`src/rtl/mjpid_pkg.sv`:
```
// mjpid_pkg: widths, register codes and pipeline payload types for the
// multi-joint pid controller; no dependencies, used by every rtl file
`timescale 1ns / 1ps
`default_nettype none

package mjpid_pkg;

    localparam int JOINT_COUNT = 4;
    localparam int JOINT_W     = 2;
    localparam int ANGLE_W     = 24;
    localparam int ERR_W       = 25;
    localparam int DIFF_W      = 26;
    localparam int SUM_W       = 40;
    localparam int GAIN_W      = 24;
    localparam int LIMIT_W     = 15;
    localparam int DRIVE_W     = 16;
    localparam int CFG_IDX_W   = 2;
    localparam int CFG_DATA_W  = 24;

    // split of the integral multiply into two narrow products
    localparam int SUM_LO_W    = 16;
    localparam int SUM_HI_W    = SUM_W - SUM_LO_W;
    localparam int P_W         = GAIN_W + ERR_W;
    localparam int D_W         = GAIN_W + DIFF_W;
    localparam int IHI_W       = GAIN_W + SUM_HI_W;
    localparam int ILO_W       = GAIN_W + SUM_LO_W;
    localparam int ITERM_W     = IHI_W + SUM_LO_W;
    localparam int ICAP_W      = 54;
    localparam int PD_W        = 51;
    localparam int TOTAL_W     = 56;
    localparam int FRAC_SHIFT  = 20;

    localparam logic [CFG_IDX_W-1:0] CFG_KP           = 2'd0;
    localparam logic [CFG_IDX_W-1:0] CFG_KI_DT        = 2'd1;
    localparam logic [CFG_IDX_W-1:0] CFG_KD_OVER_DT   = 2'd2;
    localparam logic [CFG_IDX_W-1:0] CFG_OUTPUT_LIMIT = 2'd3;

    localparam logic [GAIN_W-1:0]  KP_RESET           = 24'd229376;
    localparam logic [GAIN_W-1:0]  KI_DT_RESET        = 24'd0;
    localparam logic [GAIN_W-1:0]  KD_OVER_DT_RESET   = 24'd26214;
    localparam logic [LIMIT_W-1:0] OUTPUT_LIMIT_RESET = 15'd25600;

    typedef struct packed {
        logic [GAIN_W-1:0]  kp;
        logic [GAIN_W-1:0]  ki_dt;
        logic [GAIN_W-1:0]  kd_over_dt;
        logic [LIMIT_W-1:0] output_limit;
    } t_cfg;

    typedef struct packed {
        logic [JOINT_W-1:0]       joint;
        logic                     in_range;
        logic signed [ERR_W-1:0]  err;
        logic signed [SUM_W-1:0]  sum;
        logic signed [DIFF_W-1:0] diff;
    } t_err;

    typedef struct packed {
        logic [JOINT_W-1:0]        joint;
        logic                      in_range;
        logic signed [TOTAL_W-1:0] total;
    } t_total;

endpackage

`default_nettype wire

```
`src/rtl/mjpid_err_stage.sv`:
```
// mjpid_err_stage: per-joint error sum and last error stores, error,
// saturating sum and difference for the item in the input register
// depends on mjpid_pkg
`timescale 1ns / 1ps
`default_nettype none

module mjpid_err_stage (
    input  wire logic                                     i_clk,
    input  wire logic                                     i_rst_n,
    input  wire logic                                     i_load,
    input  wire logic [mjpid_pkg::JOINT_W-1:0]            i_joint,
    input  wire logic signed [mjpid_pkg::ANGLE_W-1:0]     i_target_angle,
    input  wire logic signed [mjpid_pkg::ANGLE_W-1:0]     i_measured_angle,
    output mjpid_pkg::t_err                               o_err
);

    localparam int RAW_W = mjpid_pkg::SUM_W + 1;

    logic signed [mjpid_pkg::SUM_W-1:0] r_sum  [mjpid_pkg::JOINT_COUNT];
    logic signed [mjpid_pkg::ERR_W-1:0] r_last [mjpid_pkg::JOINT_COUNT];

    logic                                w_in_range;
    logic signed [mjpid_pkg::ERR_W-1:0]  w_err;
    logic signed [RAW_W-1:0]             w_raw;
    logic signed [mjpid_pkg::SUM_W-1:0]  n_sum;
    logic signed [mjpid_pkg::DIFF_W-1:0] w_diff;

    assign w_in_range = {1'b0, i_joint} < (mjpid_pkg::JOINT_W + 1)'(mjpid_pkg::JOINT_COUNT);
    assign w_err  = mjpid_pkg::ERR_W'(i_target_angle) - mjpid_pkg::ERR_W'(i_measured_angle);
    assign w_raw  = RAW_W'(r_sum[i_joint]) + RAW_W'(w_err);
    assign w_diff = mjpid_pkg::DIFF_W'(w_err) - mjpid_pkg::DIFF_W'(r_last[i_joint]);

    always_comb begin
        // saturate when the two top bits disagree
        if (w_raw[RAW_W-1] != w_raw[RAW_W-2]) begin
            n_sum = w_raw[RAW_W-1] ? {1'b1, {(mjpid_pkg::SUM_W-1){1'b0}}}
                                   : {1'b0, {(mjpid_pkg::SUM_W-1){1'b1}}};
        end else begin
            n_sum = w_raw[mjpid_pkg::SUM_W-1:0];
        end
    end

    always_ff @(posedge i_clk) begin
        if (!i_rst_n) begin
            for (int k = 0; k < mjpid_pkg::JOINT_COUNT; k++) begin
                r_sum[k]  <= '0;
                r_last[k] <= '0;
            end
        end else if (i_load && w_in_range) begin
            r_sum[i_joint]  <= n_sum;
            r_last[i_joint] <= w_err;
        end
    end

    assign o_err.joint    = i_joint;
    assign o_err.in_range = w_in_range;
    assign o_err.err      = w_err;
    assign o_err.sum      = n_sum;
    assign o_err.diff     = w_diff;

endmodule

`default_nettype wire

```
`config.mk`:
```
export PLATFORM = sky130hd
export DESIGN_NAME = mjpid_err_stage
export DESIGN_NICKNAME = d
export VERILOG_FILES = /design/src/rtl/mjpid_pkg.sv /design/src/rtl/mjpid_err_stage.sv
export SDC_FILE = /design/constraint.sdc
export NUM_CORES = 1
export LEC_CHECK = 0
export ABC_AREA = 1
export BUFFER_PORTS_ARGS = -buffer_cell sky130_fd_sc_hd__buf_2
export CORE_MARGIN = 2
export CORE_UTILIZATION = 66
export DETAILED_ROUTE_END_ITERATION = 10
export PLACE_DENSITY = 0.84
export SLEW_MARGIN = 10
export SYNTH_ARGS = -nofsm -noshare
export SYNTH_HDL_FRONTEND = slang
export SYNTH_SLANG_ARGS = --single-unit
export TNS_END_PERCENT = 50
```
`constraint.sdc`:
```
create_clock -name i_clk -period 8.6 [get_ports i_clk]
set_input_delay 0.43 -clock i_clk [delete_from_list [all_inputs] [get_ports i_clk]]
set_output_delay 0.43 -clock i_clk [all_outputs]
set_load 0.1 [all_outputs]
```
==> results.json <==
{
  "status": "finished clean",
  "fp.dieH_um": 162,
  "ios": 147,
  "crit_slowest_cell": "nand2_2",
  "cp-startpoint": "i_measured_angle[2]",
  "dp.cells": 2312,
  "ys_async_sr_fraction": 0,
  "htreeDepth": 1,
  "drt_wl_total_um": 45500,
  "layout_common_cells": "392 x nand2_1, 260 x edfxtp_1, 250 x nor2_1, 231 x a21oi_1, 156 x inv_1",
  "synthTopCellsByArea": "edfxtp_1 47%, nand2_1 9.1%, a21oi_1 7.0%",
  "diodes": 0,
  "syn2layout_area_growth_pct": 10.4,
  "cts_buffers": 27,
  "wl_per_cell_um": 19.3,
  "end_kind": "output port",
  "hpwl_um": 29000,
  "finClkSkew_ps": 10.2,
  "min_path_type": "input port to flip-flop",
  "postRouteAntennaNets": 0,
  "root_buffer": "clkbuf_16",
  "num_vias": 14600,
  "crit_path_start_kind": "input port",
  "synthDominantCellAreaShare": 0.473,
  "path_clk_slew_ps": 60,
  "grt_max_degree": 68,
  "clk_latency_ps": 540,
  "yosysTopAreaCell": "edfxtp_1",
  "critPathMostFrequentCell": "nand2_1",
  "cts_tree": "done",
  "synth_area_um2": 16500,
  "stdcell_count": 2360,
  "path_buf_inv": 5,
  "cp_slowest_stage_delay_ps": 740,
  "finalSetupTns_ps": 0,
  "yosysSeqAreaShare": 0.473,
  "cts-resized-gates": 0,
  "grt_pass1_wl_um": 70500,
  "drv_slew": 0,
  "place_congestion": 0.963,
  "yosysWarnings": 0,
  "die_x_um": 162,
  "rsz0062_at_grt": "false",
  "netlist-cell-type-count": 49,
  "arrival_ps": 6250,
  "cap_violations": 0,
  "io_buffer_count": 145,
  "grt_pass1_vias": 14000,
  "drtIter0Drc": 1657,
  "drc": 0,
  "antenna_found_initial": 0,
  "drtPass1Iterations": 5,
  "final_util": 0.745,
  "start_util": 0.675,
  "crit_type": "input port to output port",
  "post-route-period-util": 0.777,
  "syn_inst": 1916,
  "critPathTopFamily": "simple AND/OR/NAND/NOR gates",
  "synth_ff_type": "edfxtp_1",
  "postCtsSetupBuffers": 0,
  "cts.sinks": 260,
  "synth_nets": 2052,
  "period_needed_ps": 6680,
  "row_count": 57,
  "irDropWorstVdd_mv": 0.600,
  "max_clock_freq_mhz": 150,
  "die-area_um2": 26300,
  "setup_viol": 0,
  "vias_per_cell": 6.18,
  "cts_buffer_depth": 3,
  "synth_edf_count": 260,
  "worstPathRequired_ps": 8170,
  "avgSynthCellArea_um2": 8.62,
  "ys_ff_latch": 260,
  "crit_fanout": 39,
  "fin_nets": 2153,
  "p_leak_nw": 8.13,
  "r2r_start": "r_sum[2][0]$_SDFFCE_PN0P_",
  "overflow": 0,
  "drive_above_1_share": 0.149,
  "power_density_nw_per_um2": 369,
  "min_from": "i_measured_angle[0]",
  "slew_headroom": 0.268,
  "final_common_cell": "nand2_1",
  "hold_viol": 0,
  "grt_use_total": 0.340,
  "worst_slew_pin_slew_ps": 1100,
  "postCtsHoldBufs": 0,
  "core_area_um2": 24500
}
-- routing by layer --
metal	track usage	vias to the layer above	routed length, um	share of wire
met3	0.0416	121	5270	0.12
met1	0.474	6783	18100	0.40
li1	-	6740	-	-
met2	0.559	934	21000	0.46
met5	0	-	0	0
met4	0.111	0	1210	0.027
-- cell families after synthesis --
family	synth area share
compound gates	0.155
fa+ha+maj	0.0643
other cells	0.000227
simple gates	0.200
xor+xnor	0.0393
buf+inv	0.0678
flops	0.473
-- power breakdown --
group	internal (W)	switching (W)	total, W
Clock	0.000665	0.000483	0.00115
Combinational	0.000689	0.00332	0.00401
Sequential	0.00154	0.0000295	0.00157
Total	0.00289	0.00383	0.00673
-- worst register-to-register path, delay by kind of cell, from the launching register on --
kind	cells	cell delay, ps
buffers and inverters	2	100
flip-flops	1	310
adder cells (fa/ha/maj)	2	660
AO/OA/AOI/OAI	4	640
AND/OR/NAND/NOR	14	2490
-- flip-flops by register name, summed over array words and instances (netlist names) --
name	flops
r_sum	160
r_last	100
-- synthesized netlist by cell type (5+ instances only) --
master    number
buf_2          9
inv_1        156
a32o_1        21
nand2_1      399
xor2_1        50
nor2_1       250
clkbuf_1      56
ha_1          80
nand4_1       10
o21ai_0       98
a31oi_1        5
nand3_1       55
edfxtp_1     260
a21boi_0       6
a21oi_2       21
a32oi_1       11
nand3b_1       8
o22ai_1       33
inv_2          9
xnor2_1       24
buf_1         16
a21oi_1      231
buf_6         14
nand2_2       18
or2_2         25
o21bai_1       7
-- cell type report --
| class | count | area [um^2] |
|---|---|---|
| Sequential cell | 260 | 7810 |
| Multi-Input combinational cell | 1392 | 7600 |
| Fill cell | 1809 | 6240 |
| Timing Repair Buffer | 170 | 928 |
| Clock buffer | 33 | 698 |
| Inverter | 166 | 627 |
| Tap cell | 324 | 405 |
| Clock inverter | 15 | 153 |
-- worst paths after layout --
path	end	slack, ps	depth (start not counted)
hold / removal	r_last[1][0]$_SDFFCE_PN0P_	460	3
hold reg to reg	r_sum[1][1]$_SDFFCE_PN0P_	1190	7
setup reg to reg	r_sum[1][0]$_SDFFCE_PN0P_	4100	22
setup / recovery	o_err[26]	1920	34
-- metrics by stage --
step | power [W] | hold WS (ps) | instance area [um^2] | worst slack [ps]
2_1_floorplan | 0.00491 | 840 | 16500 | 1690
3_3_place_gp | 0.00549 | 971 | 17400 | 2310
3_5_place_dp | 0.00554 | 1000 | 17400 | 2130
4_1_cts | 0.00668 | 435 | 18200 | 2030
5_1_grt | 0.00696 | 464 | 18200 | 1510
6_report | 0.00673 | 457 | 18200 | 1920
Power figures use the tool's default switching activity.
