[src/rtl/mjpid_pkg.sv]
// mjpid_pkg: widths, register codes and pipeline payload types for the
// multi-joint pid controller; no dependencies, used by every rtl file
`timescale 1ns / 1ps
`default_nettype none

package mjpid_pkg;

    localparam int JOINT_COUNT = 4;
    localparam int JOINT_W     = 2;
    localparam int ANGLE_W     = 24;
    localparam int ERR_W       = 25;
    localparam int DIFF_W      = 26;
    localparam int SUM_W       = 40;
    localparam int GAIN_W      = 24;
    localparam int LIMIT_W     = 15;
    localparam int DRIVE_W     = 16;
    localparam int CFG_IDX_W   = 2;
    localparam int CFG_DATA_W  = 24;

    // split of the integral multiply into two narrow products
    localparam int SUM_LO_W    = 16;
    localparam int SUM_HI_W    = SUM_W - SUM_LO_W;
    localparam int P_W         = GAIN_W + ERR_W;
    localparam int D_W         = GAIN_W + DIFF_W;
    localparam int IHI_W       = GAIN_W + SUM_HI_W;
    localparam int ILO_W       = GAIN_W + SUM_LO_W;
    localparam int ITERM_W     = IHI_W + SUM_LO_W;
    localparam int ICAP_W      = 54;
    localparam int PD_W        = 51;
    localparam int TOTAL_W     = 56;
    localparam int FRAC_SHIFT  = 20;

    localparam logic [CFG_IDX_W-1:0] CFG_KP           = 2'd0;
    localparam logic [CFG_IDX_W-1:0] CFG_KI_DT        = 2'd1;
    localparam logic [CFG_IDX_W-1:0] CFG_KD_OVER_DT   = 2'd2;
    localparam logic [CFG_IDX_W-1:0] CFG_OUTPUT_LIMIT = 2'd3;

    localparam logic [GAIN_W-1:0]  KP_RESET           = 24'd229376;
    localparam logic [GAIN_W-1:0]  KI_DT_RESET        = 24'd0;
    localparam logic [GAIN_W-1:0]  KD_OVER_DT_RESET   = 24'd26214;
    localparam logic [LIMIT_W-1:0] OUTPUT_LIMIT_RESET = 15'd25600;

    typedef struct packed {
        logic [GAIN_W-1:0]  kp;
        logic [GAIN_W-1:0]  ki_dt;
        logic [GAIN_W-1:0]  kd_over_dt;
        logic [LIMIT_W-1:0] output_limit;
    } t_cfg;

    typedef struct packed {
        logic [JOINT_W-1:0]       joint;
        logic                     in_range;
        logic signed [ERR_W-1:0]  err;
        logic signed [SUM_W-1:0]  sum;
        logic signed [DIFF_W-1:0] diff;
    } t_err;

    typedef struct packed {
        logic [JOINT_W-1:0]        joint;
        logic                      in_range;
        logic signed [TOTAL_W-1:0] total;
    } t_total;

endpackage

`default_nettype wire

[src/rtl/mjpid_clamp.sv]
// mjpid_clamp: symmetric limit, rounding to q8.8 and the result register
// depends on mjpid_pkg
`timescale 1ns / 1ps
`default_nettype none

module mjpid_clamp (
    input  wire logic                                 i_clk,
    input  wire logic                                 i_rst_n,
    input  wire logic [mjpid_pkg::LIMIT_W-1:0]        i_limit,
    input  wire logic                                 i_valid,
    output logic                                      o_ready,
    input  wire mjpid_pkg::t_total                    i_total,
    output logic                                      o_valid,
    input  wire logic                                 i_ready,
    output logic [mjpid_pkg::JOINT_W-1:0]             o_joint,
    output logic signed [mjpid_pkg::DRIVE_W-1:0]      o_drive,
    output logic                                      o_clamped
);

    localparam logic signed [mjpid_pkg::TOTAL_W-1:0] HALF =
        mjpid_pkg::TOTAL_W'(1) <<< (mjpid_pkg::FRAC_SHIFT - 1);

    logic                                 r_valid;
    logic [mjpid_pkg::JOINT_W-1:0]        r_joint;
    logic signed [mjpid_pkg::DRIVE_W-1:0] r_drive;
    logic                                 r_clamped;
    logic signed [mjpid_pkg::DRIVE_W-1:0] n_drive;
    logic                                 n_clamped;

    logic signed [mjpid_pkg::TOTAL_W-1:0] w_lim;
    logic signed [mjpid_pkg::TOTAL_W-1:0] w_rnd;
    logic signed [mjpid_pkg::DRIVE_W-1:0] w_lim16;

    assign w_lim   = mjpid_pkg::TOTAL_W'($signed({1'b0, i_limit,
                                                  {mjpid_pkg::FRAC_SHIFT{1'b0}}}));
    assign w_rnd   = (i_total.total + HALF) >>> mjpid_pkg::FRAC_SHIFT;
    assign w_lim16 = $signed({1'b0, i_limit});
    assign o_ready = !r_valid || i_ready;

    always_comb begin
        priority if (!i_total.in_range) begin
            n_drive   = '0;
            n_clamped = 1'b0;
        end else if (i_total.total > w_lim) begin
            n_drive   = w_lim16;
            n_clamped = 1'b1;
        end else if (i_total.total < -w_lim) begin
            n_drive   = -w_lim16;
            n_clamped = 1'b1;
        end else begin
            n_drive   = w_rnd[mjpid_pkg::DRIVE_W-1:0];
            n_clamped = 1'b0;
        end
    end

    always_ff @(posedge i_clk) begin
        if (!i_rst_n) begin
            r_valid <= 1'b0;
        end else if (o_ready) begin
            r_valid <= i_valid;
        end
    end

    always_ff @(posedge i_clk) begin
        if (o_ready && i_valid) begin
            r_joint   <= i_total.joint;
            r_drive   <= n_drive;
            r_clamped <= n_clamped;
        end
    end

    assign o_valid   = r_valid;
    assign o_joint   = r_joint;
    assign o_drive   = r_drive;
    assign o_clamped = r_clamped;

endmodule

`default_nettype wire

[config.mk]
export PLATFORM = sky130hd
export DESIGN_NAME = mjpid_clamp
export DESIGN_NICKNAME = d
export VERILOG_FILES = /design/src/rtl/mjpid_pkg.sv /design/src/rtl/mjpid_clamp.sv
export SDC_FILE = /design/constraint.sdc
export NUM_CORES = 1
export LEC_CHECK = 0
export BUFFER_PORTS_ARGS = -buffer_cell sky130_fd_sc_hd__buf_2
export CAP_MARGIN = 10
export CORE_MARGIN = 2
export CORE_UTILIZATION = 57
export CTS_CLUSTER_DIAMETER = 200
export DETAILED_ROUTE_END_ITERATION = 10
export GPL_TIMING_DRIVEN = 0
export PLACE_DENSITY = 0.88
export SLEW_MARGIN = 20
export SYNTH_ARGS = -nofsm -noshare
export SYNTH_HDL_FRONTEND = slang
export SYNTH_SLANG_ARGS = --single-unit
[constraint.sdc]
create_clock -name i_clk -period 6 [get_ports i_clk]
set_input_delay 0.3 -clock i_clk [delete_from_list [all_inputs] [get_ports i_clk]]
set_output_delay 0.3 -clock i_clk [all_outputs]
set_load 0.03 [all_outputs]
==> results of run 1 <==
-- through the flow --
| step | util [%] | hold slack (ns) |
|---|---|---|
| 5_1_grt | 71.61 | 0.2125 |
| 3_5_place_dp | 70.75 | 0.4844 |
| 3_3_place_gp | 70.75 | 0.4818 |
| 4_1_cts | 71.61 | 0.2184 |
| 2_1_floorplan | - | 0.3989 |
| 6_report | 71.61 | 0.2196 |
-- cell type report --
class	count	area, µm²	share of cell area (%)
buffer	19	98.84	2.652
clock buffer	4	45.04	1.208
inverter	25	93.84	2.518
multi-input combinational	305	2336	62.67
sequential	20	590.6	15.84
tap	70	87.58	2.350
timing repair buffer	95	475.5	12.76
-- worst max-delay path by stage --
| stage | slack, ns | endpoint | depth (start not counted) | from |
|---|---|---|---|---|
| 4_1_cts | 1.48 | o_drive[10] | 14 | i_limit[3] |
| 5_1_grt | 1.06 | o_drive[4] | 15 | i_limit[2] |
| 2_1_floorplan | 2.11 | o_drive[10] | 14 | i_limit[3] |
| 3_3_place_gp | 1.38 | o_drive[4] | 15 | i_limit[2] |
| 6_report | 1.36 | o_drive[7] | 14 | i_limit[3] |
| 3_5_place_dp | 1.24 | o_drive[10] | 15 | i_limit[3] |
-- layer usage --
metal / global-route usage, % / vias up
li1: - / 1632
met1: 38.83 / 1503
met2: 47.16 / 205
met3: 4.535 / 24
met4: 8.772 / 0
met5: 0 / -
-- flip-flops by register name, indices dropped and copies added (netlist names) --
register / count
o_drive: 16
o_joint: 2
o_clamped: 1
o_valid: 1
-- layout by cell type, fill, tap and decap left out, drive strengths merged, types with 2 or more instances in the layout --
cell     netlist  routed
nand2b         2       2
nor2          16      16
or3b           6       6
o21a           2       2
or2            2       2
o21ai          9       9
clkbuf        12      16
nand3         17      17
a21o           2       2
inv           25      25
edfxtp        19      19
o211ai         2       2
nor4bb         2       2
ha            54      54
nand3b         2       2
nand2         41      41
o2111ai       11      11
nor4          23      23
a211oi         4       4
a221o          2       2
a2111oi        2       2
and4           7       7
a21oi         16      16
xor2          10      10
nand4         10      10
or3            4       4
xnor2         15      15
nor3           4       4
and4bb         2       2
and3           7       7
o221ai        12      12
buf            7     102
o211a          2       2
-- critical path, stage by stage --
cell,delay [ns]
buf_2,0.13
or3_1,0.43
or3_1,0.43
nand3b_2,0.38
nor4_1,0.58
ha_1,0.35
and4_1,0.19
a221o_1,0.33
a22oi_1,0.30
and4_1,0.32
buf_2,0.27
clkbuf_1,0.39
o2111ai_1,0.18
o221ai_1,0.13
-- where the power goes --
part	switching, W	internal [W]
clock network	0.0000373	0.0000472
registers	0.00000184	0.000166
logic	0.000121	0.0000744
-- cell families after synthesis --
kind of cell	count (synthesis)	share of synthesized area (%)
compound gates	75	18.73
mux	1	0.3209
buf+inv	44	6.177
flops	20	18.93
simple gates	150	27.16
fa+ha+maj	54	21.66
xor+xnor	25	7.020
==> run metrics, run 1 <==
fmax=215.7 MHz; sequential share of the synthesized area=18.93%; DP Area=0.003682 mm²; first-pass GRT wire length=14210 µm; Yosys warning count=0; Final nets=601; unrepaired setup endpoints after global routing=no; gr ovfl total=0; Tot GR Track Use=28.74%; H-tree depth=1; Yosys reg bits=20; Cell Count, Final, Fillers Out=538; cell taking the most area after synthesis=ha_1; Clock Latency Late Sink=0.26 ns; post-route setup TNS=0 ns; Post-CTS Setup Inserts=0; Root Buffer=clkbuf_8; LEAKAGE=1.738 nW; Routed WL=8834 µm; outcome=finished, final reports clean; critical path class=in2reg; crit-path max FO=10; pwr/cell area=119.9 mW/mm²; vias=3364; cell with the most instances after synthesis=ha_1; Placement Rows=26; DIE AREA=0.006080 mm²; Synth Instances=369; Placed Cells=534; largest net degree at the start of global routing=20; Filler Cells Inserted=440; Worst VDD drop=0.1172 mV; Die H=77.98 µm; Post-synth top flop=edfxtp_1; worst r2r src=o_valid; WHS Path Cells=1; Die Wd=77.98 µm; CTS clk-pin slew, worst paths=0.06 ns; CTS Hold Buffers Added=0; antenna violations before repair=0; GPL Wtd Cong=0.9379; diodes inserted=0; power after layout=0.0004468 W; CTS Sinks=20; Core Area=0.005205 mm²; Fin. Hold Viols=0; Min Clock Period, post-route=4.636 ns; r2r setup slk=4.60 ns; Residual DRC=0; routed wl met3=775 µm; CP Data Arrival Time=4.72 ns; Place WS=1.245 ns; synthesized area per cell=8.453 µm²; met2 WL=3991 µm; asr flop ratio synth=0%; Synth top cells by count=ha_1, nand2_1, inv_1, nor4_1, edfxtp_1; top sig layer=met4; DRT Pass-1 Iters=5; final worst slack=1.364 ns; HPWL after DPL=7495 µm; clock buffer count from CTS=3; EDFF count, synth=19; fin area=0.003727 mm²; number of global-route vias before repair=3078; Synth cell types=59; Tcrit/Tclk final=77.27%; critical path startpoint category=input pin; Antenna Violating Nets Remaining=0; number of gates resized after cts=0; most area-consuming cells after synthesis=ha_1, edfxtp_1, nand2_1, nor4_1, xnor2_1; worst-margin pin slew=0.7413 ns; Hold/Removal Path Class=in2reg; Mapped Nets=501; CTS tree=built; Synth Cell Area=0.003119 mm²; CP endpoint kind=flip-flop; FF-to-FF path depth=2; maxcap violations=0; top-area cell type share of the netlist area=21.66%; port buffer count=95; Max Clock Skew=0.004119 ns; Hold EP=o_joint[1]; wire per inst=16.42 µm; Area Overhead vs Synth=19.49%; Final Slew Violations=0; initial core utilization=59.93%; metal1 wirelength=3897 µm; HP Start=i_total[58]; share of layout cells above drive strength 1=25.00%; DRC marker count from the first detailed-route iteration=544; RR Endpoint=o_drive[8]; Setup-failing EPs final=0; critical path required time=6.08 ns; io pins=99; detail-routed via count per cell=6.253; maximum root-to-sink buffer count=2; Slew Limit Headroom=50.58%
No activity file was read; power rests on OpenSTA's default activity.
==> inputs of run 2 (changes only) <==
- CORE_UTILIZATION: 57 -> 53
- PLACE_DENSITY: 0.88 -> 0.83
- clock period: 6 -> 4.8 ns (I/O delays scaled with it)
==> run metrics, run 2 (synthesis results as in run 1) <==
pwr/cell area=149.7 mW/mm² (+25%); Residual DRC=0 (unchanged); wire per inst=16.26 µm (-1.0%); Core Area=0.005608 mm² (+7.7%); antenna violations before repair=0 (unchanged); Die Wd=80.72 µm (+3.5%); io pins=99 (unchanged); unrepaired setup endpoints after global routing=no; Filler Cells Inserted=496 (+13%); fmax=222.4 MHz; most common cell after layout, fill and taps aside=buf_2; Root Buffer=clkbuf_8; Setup-failing EPs final=0 (unchanged); GPL Wtd Cong=0.8982 (-4.2%); maxcap violations=0 (unchanged); H-tree depth=1 (unchanged); DRC marker count from the first detailed-route iteration=276 (-49%); HPWL after DPL=7490 µm (about the same); post-route setup TNS=0 ns (unchanged); CTS tree=built; vias=3343 (-0.62%); Die H=80.72 µm (+3.5%); LEAKAGE=1.738 nW (about the same); Cell Count, Final, Fillers Out=540 (+0.37%); gr ovfl total=0 (unchanged); CP cell instances=buf_2 > or3_1 > nor3b_2 > nand3_2 > nor4_1 > ha_1 > nand4_1 > and4bb_1 > nand3_1 > o311a_1 > and4_1 > buf_2 > clkbuf_1 > o2111ai_1 > o221ai_1; Routed WL=8778 µm (-0.63%); CTS clk-pin slew, worst paths=0.07 ns (about the same); Placed Cells=536 (+0.37%); CP Data Arrival Time=4.47 ns (-0.25 ns); Critical path buffers and inverters=3 (unchanged); clock buffer count from CTS=3 (unchanged); Worst VDD drop=0.1229 mV (+4.9%); critical path required time=4.77 ns (-1.31 ns); diodes inserted=0 (unchanged); port buffer count=95 (unchanged); maximum root-to-sink buffer count=2 (unchanged); critical path class=in2reg; Max stage delay on crit path=0.70 ns (+0.12 ns); CP most frequent cell=buf_2; DIE AREA=0.006515 mm² (+7.2%); crit-path leading delay family=simple AND/OR/NAND/NOR gates; Max Clock Skew=0.003663 ns (-0.0004562 ns); Min Clock Period, post-route=4.496 ns; leading cell types in the layout, fill and taps excluded=buf_2, ha_1, nand2_1, inv_1, nor4_1; Area Overhead vs Synth=19.57% (about the same); utilization after layout=66.51% (-5.1 points); Placement Rows=27 (+3.8%); Final nets=601 (unchanged); Antenna Violating Nets Remaining=0 (unchanged); Tot GR Track Use=27.52% (-1.2 points); Post-CTS Setup Inserts=0 (unchanged); max reg flops=16 (unchanged); largest net degree at the start of global routing=20 (unchanged); share of layout cells above drive strength 1=25.00% (unchanged); first-pass GRT wire length=14270 µm (+0.39%); Slew Limit Headroom=44.55% (-6.0 points); DRT Pass-1 Iters=5 (unchanged); CTS Sinks=20 (unchanged); outcome=finished, final reports clean; CP max stage cell=nor4_1; initial core utilization=55.62% (-4.3 points); critical path startpoint category=input pin; Tcrit/Tclk final=93.66%; Fin. Hold Viols=0 (unchanged); Clock Latency Late Sink=0.25 ns (about the same); crit-path max FO=10 (unchanged); number of global-route vias before repair=3061 (-0.55%); number of gates resized after cts=0 (unchanged); Final Slew Violations=0 (unchanged); CP endpoint kind=flip-flop; Hold/Removal Path Class=in2reg; worst-margin pin slew=0.8241 ns (+0.08278 ns); detail-routed via count per cell=6.191 (-0.99%); CTS Hold Buffers Added=0 (unchanged)
[run 2: cell count changes in the layout (fill, tap and decap cells not counted), sizes merged]
cell    delta
clkbuf     -1
clkinv     +1
[run 2: final cells by class]
class	count	area (µm²)	area share [%]
buffer	19	98.84	2.650
tap	72	90.09	2.415
clock buffer	3	41.29	1.107
clock inverter	1	3.754	0.1006
timing repair buffer	95	475.5	12.75
sequential	20	590.6	15.83
inverter	25	93.84	2.516
multi-input combinational	305	2336	62.63
[run 2: where the power goes]
part           switching (W)  internal (W)  total (W)  leakage [nW]
logic               0.000150     0.0000930   0.000243          1.52
registers         0.00000253      0.000207   0.000209         0.197
clock network      0.0000491     0.0000569   0.000106        0.0231
[run 2: per-layer routing]
metal | vias to the layer above | track usage, % | part of all wire, %
met2 | 192 | 47.25 | 46
met5 | - | 0 | 0
met3 | 17 | 2.135 | 8.0
met1 | 1501 | 37.39 | 44
li1 | 1633 | - | -
met4 | 0 | 6.949 | 1.6
[run 2: worst paths after layout]
kind                             startpoint    endpoint  cells past startpoint  slack (ns)
worst max-delay path             i_limit[3]  o_drive[7]                     15        0.30
worst min-delay path            i_total[57]  o_joint[0]                      1        0.16
worst max register to register      o_valid  o_drive[9]                      2        3.41
worst min register to register      o_valid     o_valid                      2        0.53
[run 2: stage by stage]
stage                     cell area [µm²]  worst slack [ns]  power [W]  hold WS [ns]
after CTS                            3730            0.4498  0.0005571        0.1568
after global routing                 3730           0.06311  0.0005958        0.1505
after detailed placement             3685            0.2235  0.0004518        0.4193
after floorplan                      3119            0.9725  0.0003576        0.3389
final                                3730            0.3041  0.0005585        0.1587
after global placement               3685            0.1756  0.0004416        0.4212
